$ cat src/rtl/ksrt_ram.sv
module ksrt_ram #(
  parameter int unsigned Width = 8,
  parameter int unsigned Depth = 2
) (
  input  logic                     clk_i,
  input  logic                     we_i,
  input  logic [$clog2(Depth)-1:0] waddr_i,
  input  logic [Width-1:0]         wdata_i,
  input  logic                     re_i,
  input  logic [$clog2(Depth)-1:0] raddr_i,
  output logic [Width-1:0]         rdata_o
);

  logic [Width-1:0] mem_q [Depth];
  logic [Width-1:0] rdata_q;

  // One write port, one registered read port; read data holds without re_i
  always_ff @(posedge clk_i) begin
    if (we_i) begin
      mem_q[waddr_i] <= wdata_i;
    end
    if (re_i) begin
      rdata_q <= mem_q[raddr_i];
    end
  end

  assign rdata_o = rdata_q;

endmodule

$ cat config.mk
export PLATFORM = sky130hd
export DESIGN_NAME = ksrt_ram
export DESIGN_NICKNAME = d
export VERILOG_FILES = /design/src/rtl/ksrt_ram.sv
export SDC_FILE = /design/constraint.sdc
export NUM_CORES = 1
export LEC_CHECK = 0
export ABC_CLOCK_PERIOD_IN_PS = 1300
export BUFFER_PORTS_ARGS = -buffer_cell sky130_fd_sc_hd__buf_2
export CAP_MARGIN = 40
export CORE_MARGIN = 5
export CORE_UTILIZATION = 50
export CTS_CLUSTER_SIZE = 10
export DETAILED_ROUTE_END_ITERATION = 8
export PLACE_DENSITY = 0.77
export SLEW_MARGIN = 0
export SYNTH_ARGS = -nofsm -noshare
export SYNTH_HDL_FRONTEND = slang
export SYNTH_SLANG_ARGS = --single-unit
$ cat constraint.sdc
create_clock -name clk_i -period 1.3 [get_ports clk_i]
set_clock_uncertainty 0.2 [all_clocks]
set_input_delay 0.195 -clock clk_i [delete_from_list [all_inputs] [get_ports clk_i]]
set_output_delay 0.195 -clock clk_i [all_outputs]
set_load 0.02 [all_outputs]
==> impl_metrics.ini <==
[synth]
yosysTopAreaCell = edfxtp_1
async_flop_share_pct = 0
syn_area_sq_um = 865
synth.distinct_cells = 5
yosys-top-cells-area = edfxtp_1 (83%), mux2_4 (14%), buf_6 (1.3%)
synth-edff-count = 24
synthFlopType = edfxtp_1
synth_most_common_cell = edfxtp_1
synth_top_area_share_pct = 83.4
synth-seq-cells = 24
synth_common_cells = edfxtp_1 (24), mux2_4 (8), and2_1 (1), buf_6 (1), nor2b_1 (1)
syn-num-nets = 48
yosysWarnings = 0
syn_inst = 35
synth_area_per_cell_sq_um = 24.7
synth_seq_area_share_pct = 83.4

[die]
core-area_sq_um = 1690
dieArea_sq_um = 2660
initial_core_util_pct = 51.2
row_count = 15
die_h_um = 51.6
die_width_um = 51.6
ios = 21

[placed_design]
gp_congestion = 0.603
dpl_cell_area_sq_um = 982
portBuffers = 20

[final_layout]
syn2layout_area_growth_pct = 27.1
finalNetCount = 82
multi_input_area_sq_um = 133
regArea_sq_um = 721
nFillCells = 114
diodes = 0
fin_area_sq_um = 1100
drive_above_1_share_pct = 47.1

[clock_network]
cts-root-buf = clkbuf_4
worstSkewPairLatency_ns = 0.31
cts_buffer_depth = 2
cts_made_buffers = 3
htreeDepth = 1
cts_tree = done
cts.sinks = 24
cts.clk_slew.worst_paths_ns = 0.12

[power_and_ir_drop]
p_sw_share_pct = 20.1
power_density_nw_per_um2 = 1260
pwr-share-seq_pct = 66.9
p_sw_uw = 278
p_leak_uw = 0.000436
p_clk_share_pct = 22.8
peakVddDrop_mv = 0.651
combPwrFrac_pct = 10.3
p_int_uw = 1100

[min_path]
hold_path.class = primary input to flop

[route]
ant_nets = 0
vias_per_cell = 4.89
vias = 416
finalWirelength_mm = 1.04
drt_iter0_drc = 9
drc_errors = 0
dr.pass1.iters = 2
wl_per_cell_um = 12.3

[sta]
slew-limit-headroom_pct = 75.0
fmax_mhz = 810
hold_viol_final = 0
fin_crit_sh_pct = 95.0
tns_ns = 0
rsz0062_at_grt = no
worstMarginPinSlew_ns = 0.375
finalMaxSlewViolations = 0
min_period_ns = 1.24
setup_viol = 0

[critical_path]
cp_max_fo = 1
critPathBufInv = 1
cpLargestDelayFamily = flip-flops
critical_path_arrival_ns = 0.84
endpoint_kind = output pin
max_stage_delay_ns = 0.37
critPathLaunchType = flop
worstSetupPathType = flop to output pin
crit_path_top_delay_cell = edfxtp_1
path_cells = buf_2
required_ns = 0.90

[run]
drv_cap = 0

[grt]
grt_max_degree = 14
grt_pass1_vias = 414
grt_pass1_wl_mm = 1.79
grtUsageTotal_pct = 9.88
antenna_found_initial = 0
grt-ovfl-total = 0

[outcome]
status = finished clean
-- logic make-up (layout without fill, tap and decap cells) --
| logic type | after synthesis | after routing | share of synthesized area (%) |
|---|---|---|---|
| buffers and inverters | 1 | 34 | 1.30 |
| DFF | 24 | 24 | 83.4 |
| muxes | 8 | 8 | 13.9 |
| and+or+nand+nor | 2 | 2 | 1.45 |
-- path summary, 6_finish.rpt --
kind	cells past startpoint	to	startpoint	slack (ns)
worst min-delay path	3	mem_q[0][6]	waddr_i	0.13
worst max-delay path	1	rdata_o[0]	rdata_o[0]	0.06
worst min register to register	1	rdata_o[6]	mem_q[1][6]	0.36
worst max register to register	1	rdata_o[6]	mem_q[0][6]	0.21
-- metrics by stage --
stage,util (%),cells,hold WS [ns],total power [uW],worst slack [ns]
5_1_grt,65.0,85,0.134,1440,0.0107
3_5_place_dp,58.1,72,0.187,1070,0.0773
3_3_place_gp,58.1,72,0.183,1060,0.0948
4_1_cts,65.0,85,0.119,1400,0.0464
6_report,65.0,85,0.128,1380,0.0648
2_1_floorplan,-,35,0.0939,1020,0.112
-- area by class of cell --
class | count | area share, %
Timing Repair Buffer | 30 | 18.0
Multi-Input combinational cell | 10 | 12.1
Clock inverter | 1 | 0.342
Tap cell | 17 | 1.94
Sequential cell | 24 | 65.6
Clock buffer | 3 | 2.05
-- layer usage --
layer,up-vias,GRT usage (%),wire (um)
li1,201,-,-
met1,192,10.1,409
met2,18,15.7,502
met3,5,3.44,90
met4,0,9.17,41
met5,-,0,0
-- flip-flops by register name, summed over array words and instances, names as in the netlist --
register,cells
mem_q,16
rdata_o,8
-- what timing repair did --
item | in CTS | in global routing
resized for setup | 0 | 0
hold buffers | 9 | 0
endpoints found under the hold margin | 24 | 0
buffers inserted | 0 | 0
-- cell usage in the layout (no fill, tap or decap), drive strengths merged --
cell type / netlist / layout
mux2: 8 / 8
buf: 1 / 21
edfxtp: 24 / 24
nor2b: 1 / 1
clkbuf: 0 / 3
dlygate4sd3: 0 / 9
and2: 1 / 1
clkinv: 0 / 1
-- power by group through the flow --
stage	registers, uW	logic [uW]	clock network (uW)
after global placement	942	121	0
after detailed placement	943	123	0
after global routing	930	154	354
after CTS	925	144	328
after floorplan	967	52.9	0
final	925	142	315
Power figures use the tool's default switching activity.
